===== src/rtl/bedlp_pkg.sv =====
// shared types and constants for the button event debounce block
// no dependencies
`default_nettype none

package bedlp_pkg;

    localparam int unsigned TIME_W  = 32;
    localparam int unsigned CFG_W   = 16;
    localparam int unsigned CODE_W  = 3;
    localparam int unsigned NUM_BTN = 3;
    localparam int unsigned PADDR_W = 3;
    localparam int unsigned PDATA_W = 32;

    localparam logic [CFG_W-1:0] LOCKOUT_RESET    = 16'd50;
    localparam logic [CFG_W-1:0] LONG_PRESS_RESET = 16'd3000;

    // register index, taken from paddr[2]
    typedef enum logic
    {
        REG_LOCKOUT    = 1'b0,
        REG_LONG_PRESS = 1'b1
    } reg_idx_t;

    typedef enum logic [CODE_W-1:0]
    {
        EV_NONE      = 3'd0,
        EV_MENU      = 3'd1,
        EV_UP        = 3'd2,
        EV_DOWN      = 3'd3,
        EV_SEL_SHORT = 3'd4,
        EV_SEL_LONG  = 3'd5
    } event_t;

    // one poll word; levels bit0 menu, bit1 up, bit2 down
    typedef struct packed
    {
        logic [TIME_W-1:0]  now_ms;
        logic [NUM_BTN-1:0] levels;
        logic               select_level;
    } poll_t;

endpackage

`default_nettype wire


===== src/rtl/bedlp_eval.sv =====
// poll evaluation: lockout check, press scan, select timing and the state they keep
// depends on bedlp_pkg
`default_nettype none

module bedlp_eval
(
    input  wire logic                         clk,
    input  wire logic                         rst_n,
    input  wire logic                         fire,
    input  wire bedlp_pkg::poll_t             poll,
    input  wire logic [bedlp_pkg::CFG_W-1:0]  lockout_ms,
    input  wire logic [bedlp_pkg::CFG_W-1:0]  long_press_ms,
    output bedlp_pkg::event_t                 event_code
);

    logic [bedlp_pkg::TIME_W-1:0]  last_time_reg;
    logic [bedlp_pkg::TIME_W-1:0]  last_time_next;
    logic [bedlp_pkg::NUM_BTN-1:0] held_reg;
    logic [bedlp_pkg::NUM_BTN-1:0] held_next;
    logic                          sel_held_reg;
    logic                          sel_held_next;
    logic [bedlp_pkg::TIME_W-1:0]  sel_start_reg;
    logic [bedlp_pkg::TIME_W-1:0]  sel_start_next;

    logic [bedlp_pkg::TIME_W-1:0]  since_last;
    logic [bedlp_pkg::TIME_W-1:0]  hold_time;
    logic                          honored;
    logic                          is_long;
    logic                          found;

    // wrapping distances
    assign since_last = poll.now_ms - last_time_reg;
    assign hold_time  = poll.now_ms - sel_start_reg;
    assign honored    = since_last >= {{(bedlp_pkg::TIME_W-bedlp_pkg::CFG_W){1'b0}}, lockout_ms};
    assign is_long    = hold_time >= {{(bedlp_pkg::TIME_W-bedlp_pkg::CFG_W){1'b0}}, long_press_ms};

    always_comb
    begin
        last_time_next = last_time_reg;
        held_next      = held_reg;
        sel_held_next  = sel_held_reg;
        sel_start_next = sel_start_reg;
        event_code     = bedlp_pkg::EV_NONE;
        found          = 1'b0;
        if (honored)
        begin
            // priority scan; stops at the first new press
            for (int k = 0; k < bedlp_pkg::NUM_BTN; k++)
            begin
                if (!found)
                begin
                    if (poll.levels[k] && !held_reg[k])
                    begin
                        found          = 1'b1;
                        held_next[k]   = 1'b1;
                        last_time_next = poll.now_ms;
                        event_code     = bedlp_pkg::event_t'(3'(k) + 3'd1);
                    end
                    else if (!poll.levels[k])
                    begin
                        held_next[k] = 1'b0;
                    end
                end
            end
            if (!found)
            begin
                if (poll.select_level && !sel_held_reg)
                begin
                    sel_held_next  = 1'b1;
                    sel_start_next = poll.now_ms;
                end
                else if (!poll.select_level && sel_held_reg)
                begin
                    sel_held_next  = 1'b0;
                    last_time_next = poll.now_ms;
                    event_code     = is_long ? bedlp_pkg::EV_SEL_LONG
                                             : bedlp_pkg::EV_SEL_SHORT;
                end
            end
        end
    end

    always_ff @(posedge clk or negedge rst_n)
    begin
        if (!rst_n)
        begin
            last_time_reg <= '0;
            held_reg      <= '0;
            sel_held_reg  <= 1'b0;
            sel_start_reg <= '0;
        end
        else if (fire)
        begin
            last_time_reg <= last_time_next;
            held_reg      <= held_next;
            sel_held_reg  <= sel_held_next;
            sel_start_reg <= sel_start_next;
        end
    end

endmodule

`default_nettype wire


===== src/rtl/button_event_debounce_long_press.sv =====
// button event debounce with long-press select: top level
// the event word is worked out from the input word register and registered in the result register
// throughput: one poll word per cycle while out_ready is high; a waiting result takes one more
// poll word into the input register and then holds in_ready low
// reset: rst_n clears all button state and restores lockout 50 ms and long press 3000 ms
// depends on bedlp_pkg and bedlp_eval
`default_nettype none

module button_event_debounce_long_press
(
    input  wire logic                             clk,
    input  wire logic                             rst_n,

    input  wire logic                             in_valid,
    output logic                                  in_ready,
    input  wire logic [bedlp_pkg::TIME_W-1:0]     now_ms,
    input  wire logic                             menu_level,
    input  wire logic                             up_level,
    input  wire logic                             down_level,
    input  wire logic                             select_level,

    output logic                                  out_valid,
    input  wire logic                             out_ready,
    output logic [bedlp_pkg::CODE_W-1:0]          event_code,

    input  wire logic                             psel,
    input  wire logic                             penable,
    input  wire logic                             pwrite,
    input  wire logic [bedlp_pkg::PADDR_W-1:0]    paddr,
    input  wire logic [bedlp_pkg::PDATA_W-1:0]    pwdata,
    output logic [bedlp_pkg::PDATA_W-1:0]         prdata,
    output logic                                  pready
);

    logic [bedlp_pkg::CFG_W-1:0] lockout_reg;
    logic [bedlp_pkg::CFG_W-1:0] long_press_reg;
    logic                        cfg_write;
    bedlp_pkg::reg_idx_t         cfg_idx;

    logic                        s1_valid_reg;
    bedlp_pkg::poll_t            s1_poll_reg;
    logic                        out_valid_reg;
    logic [bedlp_pkg::CODE_W-1:0] event_code_reg;

    logic                        advance;
    logic                        fire;
    bedlp_pkg::event_t           eval_code;

    // config port
    assign pready    = 1'b1;
    assign cfg_idx   = bedlp_pkg::reg_idx_t'(paddr[2]);
    assign cfg_write = psel && penable && pwrite;

    always_ff @(posedge clk or negedge rst_n)
    begin
        if (!rst_n)
        begin
            lockout_reg    <= bedlp_pkg::LOCKOUT_RESET;
            long_press_reg <= bedlp_pkg::LONG_PRESS_RESET;
        end
        else if (cfg_write)
        begin
            case (cfg_idx)
                bedlp_pkg::REG_LOCKOUT:    lockout_reg    <= pwdata[bedlp_pkg::CFG_W-1:0];
                bedlp_pkg::REG_LONG_PRESS: long_press_reg <= pwdata[bedlp_pkg::CFG_W-1:0];
                default:                   lockout_reg    <= lockout_reg;
            endcase
        end
    end

    always_comb
    begin
        case (cfg_idx)
            bedlp_pkg::REG_LOCKOUT:
                prdata = {{(bedlp_pkg::PDATA_W-bedlp_pkg::CFG_W){1'b0}}, lockout_reg};
            bedlp_pkg::REG_LONG_PRESS:
                prdata = {{(bedlp_pkg::PDATA_W-bedlp_pkg::CFG_W){1'b0}}, long_press_reg};
            default:
                prdata = '0;
        endcase
    end

    // input word stage moves on whenever the result register is free or draining
    assign advance  = !out_valid_reg || out_ready;
    assign fire     = s1_valid_reg && advance;
    assign in_ready = !s1_valid_reg || advance;

    always_ff @(posedge clk or negedge rst_n)
    begin
        if (!rst_n)
        begin
            s1_valid_reg <= 1'b0;
        end
        else if (in_ready)
        begin
            s1_valid_reg <= in_valid;
        end
    end

    always_ff @(posedge clk)
    begin
        if (in_valid && in_ready)
        begin
            s1_poll_reg.now_ms       <= now_ms;
            s1_poll_reg.levels       <= {down_level, up_level, menu_level};
            s1_poll_reg.select_level <= select_level;
        end
    end

    bedlp_eval u_eval
    (
        .clk           (clk),
        .rst_n         (rst_n),
        .fire          (fire),
        .poll          (s1_poll_reg),
        .lockout_ms    (lockout_reg),
        .long_press_ms (long_press_reg),
        .event_code    (eval_code)
    );

    // result register
    always_ff @(posedge clk or negedge rst_n)
    begin
        if (!rst_n)
        begin
            out_valid_reg <= 1'b0;
        end
        else if (advance)
        begin
            out_valid_reg <= s1_valid_reg;
        end
    end

    always_ff @(posedge clk)
    begin
        if (fire)
        begin
            event_code_reg <= eval_code;
        end
    end

    assign out_valid  = out_valid_reg;
    assign event_code = event_code_reg;

endmodule

`default_nettype wire


===== config.mk =====
export PLATFORM = sky130hd
export DESIGN_NAME = button_event_debounce_long_press
export DESIGN_NICKNAME = d
export VERILOG_FILES = /design/src/rtl/bedlp_pkg.sv /design/src/rtl/bedlp_eval.sv /design/src/rtl/button_event_debounce_long_press.sv
export SDC_FILE = /design/constraint.sdc
export NUM_CORES = 1
export LEC_CHECK = 0
export BUFFER_PORTS_ARGS = -buffer_cell sky130_fd_sc_hd__buf_2
export CORE_ASPECT_RATIO = 0.5
export CORE_MARGIN = 1.5
export CORE_UTILIZATION = 30
export CTS_CLUSTER_SIZE = 28
export DETAILED_ROUTE_END_ITERATION = 8
export GPL_TIMING_DRIVEN = 0
export REMOVE_ABC_BUFFERS = 1
export SYNTH_ARGS = -nofsm -noshare
export SYNTH_HDL_FRONTEND = slang
export SYNTH_SLANG_ARGS = --single-unit
export TNS_END_PERCENT = 100

===== constraint.sdc =====
create_clock -name clk -period 4.9 [get_ports clk]
set_input_delay 0 -clock clk [delete_from_list [all_inputs] [get_ports clk]]
set_output_delay 0 -clock clk [all_outputs]
set_load 0.02 [all_outputs]

# Word level (Yosys, flattened, before mapping)
# Cells that the tools add are included.
# totals
reg_bits	141
latchBits	0
ramBits	0
rom_bits	0
memories	0
# op_classes
n_addsub	2
multipliers	0
div	0
order_cmp	2
n_eq_ne	3
shift	0
mux	34
n_bitwise	4
n_reduce_logical	27
# ops
cell	n
2-to-1 mux 32 bit	8
greater-or-equal comparator 32 x 16 -> 1 bit	2
case mux 32 bit (2 select lines)	1
subtractor 32 bit	2
2-to-1 mux 1 bit	18
2-to-1 mux 3 bit	6
AND reduction 4 bit	4
logical AND 1 bit	9
zero test 1 bit	7
inequality test 2 x 1 -> 1 bit, second input constant	3
AND reduction 2 bit	3
NOT 1 bit	4
AND reduction 3 bit	1
logical OR 1 bit	2
2-to-1 mux 2 bit	1
nonzero test 2 bit	1

# Longest topological paths before layout
# logic_depth
depth_word	10
depth_mapped	24

# Cells and area by module
# From an unflattened synthesis, not the netlist that was laid out.
# hier_totals
hier_cells	1287
hier_area_um2	11415.9
# modules_own_cells
module	n_inst	cells_each	area_per_inst_um2	seq_area_each_um2
bedlp_eval	1	1135	8545.7	1701.6
button_event_debounce_long_press	1	152	2870.3	2034.5

# Least setup slack after synthesis
# Ideal clock, no wire load.
# synth_path
path_kind	reg-to-reg
startpoint	register s1_poll_reg[4] (netlist bit)
endpoint	register u_eval.sel_start_reg[10] (netlist bit)
setup_ps	125
arrival_time_ps	4706
path_slack_ps	69
path_stages_with_launch	23
cell_sequence	edfxtp_1 > inv_1 > ha_1 > inv_1 > fa_1 > a21o_1 > a311o_2 > a2111o_1 > a31oi_1 > xnor2_1 > ha_1 > nand4_1 > nor3_1 > a221oi_1 > o211ai_1 > a211o_1 > a2111o_1 > nor4_2 > and4_4 > nor2b_4 > nand3_4 > buf_12 > mux2_4
# synth_via
elab_chain_len	3
# synth_rtl
element	line_no	text
start: declaration	button_event_debounce_long_press.sv:41	bedlp_pkg::poll_t s1_poll_reg;
subtractor 32 bit	bedlp_eval.sv:32	assign since_last = poll.now_ms - last_time_reg;
greater-or-equal comparator 32 x 16 -> 1 bit	bedlp_eval.sv:34	assign honored = since_last >= {{(bedlp_pkg::TIME_W-bedlp_pkg::CFG_W){1'b0}}, lockout_ms};
AND reduction 4 bit (no source line)	n/a	
end signal: assignment	bedlp_eval.sv:97	sel_start_reg <= sel_start_next;
end: declaration	bedlp_eval.sv:22	logic [bedlp_pkg::TIME_W-1:0] sel_start_reg;
# No other way between the ends.
# A chain may end at the register's enable or synchronous reset.

# Final worst setup path
# layout_path
startpoint	register s1_poll_reg[4] (netlist bit)
endpoint	register u_eval.sel_start_reg[27] (netlist bit)
# Same word-level chain as after synthesis.

==> impl_metrics.csv <==
group,metric,value,unit
grt,grt_start_max_net_pins,53,
detailed_routing,routed_wl,27900,µm
yosys,netlist.area_leader.share,22.4,%
clock_tree,cts_sinks,141,
yosys,synth_seq_cells,141,
clock_tree,ctsLongestPathBuffers,2,
yosys,async_reset_ff_share,72.3,%
yosys,synth.distinct_cells,85,
clock_tree,clk_pin_slew,0.06,ns
sta,rsz0062_at_grt,"true",
final_layout,finish.utilization,38.7,%
final_layout,drive_above_1_share,26.2,%
final_layout,fin_nets,1378,
floorplanning,dieArea,0.0355,mm²
final_layout,largest_reg_flops,36,
outcome,violations,"negative setup slack",
detailed_routing,drc,0,
yosys,synth_area_leaders,"dfrtp_1 (22%), ha_1 (12%), edfxtp_1 (11%), mux2_2 (6.9%), mux2_4 (4.2%)",
sta,layout_setup_ws,-0.342,ns
yosys,yosysMostFrequentCell,"inv_1",
power_and_ir_drop,vdd_drop_max,0.000308,V
power_and_ir_drop,cellPowerDensity,593,mW/mm²
sta,finalHoldViolCount,0,
outcome,status,"finished with violations",
detailed_routing,drtIter0Drc,533,
sta,slew_headroom,35.4,%
yosys,synth_area,0.0103,mm²
setup_path,worstPathRequired,5.22,ns
yosys,ys_seq_area_share,36.3,%
detailed_routing,vias_per_cell,5.00,
setup_path,start_kind,"register",
floorplanning,die_width,265,µm
setup_path,crit_path_end_kind,"register",
yosys,yosysTopAreaCell,"dfrtp_1",
yosys,ys_warn_count,0,
detailed_routing,vias,8287,
yosys,synthCells,1042,
sta,finalCritPeriodShare,107,%
sta,fmax,191,MHz
run,max_cap_violations,0,
clock_tree,clk-insertion-delay-late,0.45,ns
detailed_routing,ant_nets,0,
grt,track_usage,15.7,%
detailed_routing,wl_per_cell,16.8,µm
sta,setup_viol,69,
clock_tree,clockRootBuffer,"clkbuf_16",
clock_tree,cts_buffers,17,
power_and_ir_drop,leakagePower,5.99,nW
clock_tree,cts_tree,"built",
yosys,synth_top_flop_cell,"dfrtp_1",
floorplanning,io_pins,116,
sta,worst_pin_slew,0.964,ns
placement,gp_congestion,0.885,
placement,place_worst_setup_slack,-0.974,ns
grt,antenna_found_initial,1,
placement,post-dp-hpwl,19500,µm
final_layout,syn_to_final_growth,25.7,%
yosys,avgSynthCellArea,9.88,µm²
floorplanning,fp.dieH,134,µm
setup_path,worst-endpoint-arrival,5.56,ns
detailed_routing,dr.pass1.iters,6,
grt,grt_pass1_vias,8193,
final_layout,antennaDiodeCount,0,
setup_path,crit_fanout,5,
clock_tree,cts_max_level,4,
grt,grt_pass1_wl,43400,µm
grt,grt.overflow.total,0,
min_path,hold_class,"in2async",
setup_path,crit_type,"reg2reg",
floorplanning,start_util,30.8,%
yosys,synthTopCellsByCount,"inv_1 (108), ha_1 (96), dfrtp_1 (92), a21oi_1 (79), nand2_1 (73)",
sta,skew,0.0176,ns
sta,whs,0.138,ns
sta,period_needed,5.24,ns
floorplanning,fp-row-count,47,
placement,place.port_buffers,80,
yosys,synth_edf_count,39,
sta,finalMaxSlewViolations,0,
floorplanning,core,0.0334,mm²
## critical path, cell delays in order (launching register included)
cell      delay (ns)
edfxtp_1        0.40
inv_2           0.11
ha_4            0.14
inv_2           0.03
fa_2            0.34
a21o_1          0.20
a311o_2         0.41
a2111o_1        0.42
a31oi_2         0.21
xnor2_1         0.15
ha_1            0.26
nand4_1         0.12
nor3_2          0.08
a221oi_2        0.21
o211ai_1        0.16
a211o_1         0.26
a2111o_1        0.32
nor4_2          0.17
and4_4          0.30
nor2b_4         0.08
buf_12          0.13
nand3_4         0.13
buf_6           0.16
mux2_4          0.30
## layer usage
layer	part of all wire (%)	track usage, %
met2	47	26.5
met4	1.6	4.38
met5	0.029	0
met3	4.2	3.01
met1	47	20.4
## layout make-up
cell class	count	area, µm²
timing repair buffer	175	1430
tap	441	552
sequential	141	3740
clock inverter	13	190
inverter	108	405
clock buffer	19	433
multi-input combinational	759	6190
fill	3259	20500
## per-stage QoR
stage	TNS (ns)	instance area, µm²	total power (W)	instances
finish	-17.88	12900	0.00768	1656
global route	-30.40	12900	0.00829	1656
floorplan	-2.74	9970	0.00476	1005
global placement	-43.61	10900	0.00567	1526
CTS	-28.91	12600	0.00743	1640
detailed placement	-46.50	11000	0.00575	1528
## placed cells by master (no fill, tap or decap), drive strengths merged, types with 11 or more instances in the layout
| cell type | n |
|---|---|
| buf | 119 |
| o21ai | 65 |
| nor2 | 45 |
| nor3 | 13 |
| nand3 | 17 |
| xnor2 | 22 |
| o21a | 13 |
| dlygate4sd3 | 56 |
| a21o | 21 |
| clkbuf | 19 |
| a21oi | 80 |
| a211oi | 13 |
| edfxtp | 39 |
| nand2 | 76 |
| conb | 17 |
| mux2 | 101 |
| inv | 110 |
| and3 | 11 |
| xor2 | 20 |
| nor2b | 13 |
| ha | 96 |
| nand4 | 18 |
| dfrtp | 92 |
## kinds of logic after synthesis
logic type	share of synthesized area, %
simple gates	12.0
compound gates	15.7
fa+ha+maj	12.1
mux	12.7
flops	36.3
xor+xnor	3.57
buf+inv	7.60
other cells	0.0729
## report_power, final
group | total [W] | internal (W) | switching [W]
sequential | 0.00178 | 0.00157 | 0.000208
clock | 0.00141 | 0.000856 | 0.000551
combinational | 0.00450 | 0.00204 | 0.00246
total | 0.00768 | 0.00446 | 0.00322
## repair_timing
action | in CTS | in global routing
gates cloned | 4 | 1
buffers inserted | 20 | 15
hold buffers | 56 | 0
resized for setup | 33 | 54
endpoints found under the hold margin | 120 | 0
endpoints found under the setup margin | 71 | 71
pin swaps | 14 | 25
## worst paths after layout
check | start | end | slack (ns) | cells past startpoint
min in group clk | now_ms[14] | s1_poll_reg[18]$_DFFE_PP_ | 0.26 | 2
min | rst_n | lockout_reg[2]$_DFFE_PN0P_ | 0.14 | 2
max reg2reg | s1_poll_reg[4]$_DFFE_PP_ | u_eval.sel_start_reg[27]$_DFFE_PN0P_ | -0.34 | 23
min reg2reg | u_eval.last_time_reg[26]$_DFFE_PN0P_ | u_eval.last_time_reg[26]$_DFFE_PN0P_ | 0.51 | 1
max | s1_poll_reg[4]$_DFFE_PP_ | u_eval.sel_start_reg[27]$_DFFE_PN0P_ | -0.34 | 23
max in group asynchronous | rst_n | long_press_reg[11]$_DFFE_PN1P_ | 4.00 | 3
Note: power is estimated with default switching activity, not from simulation.
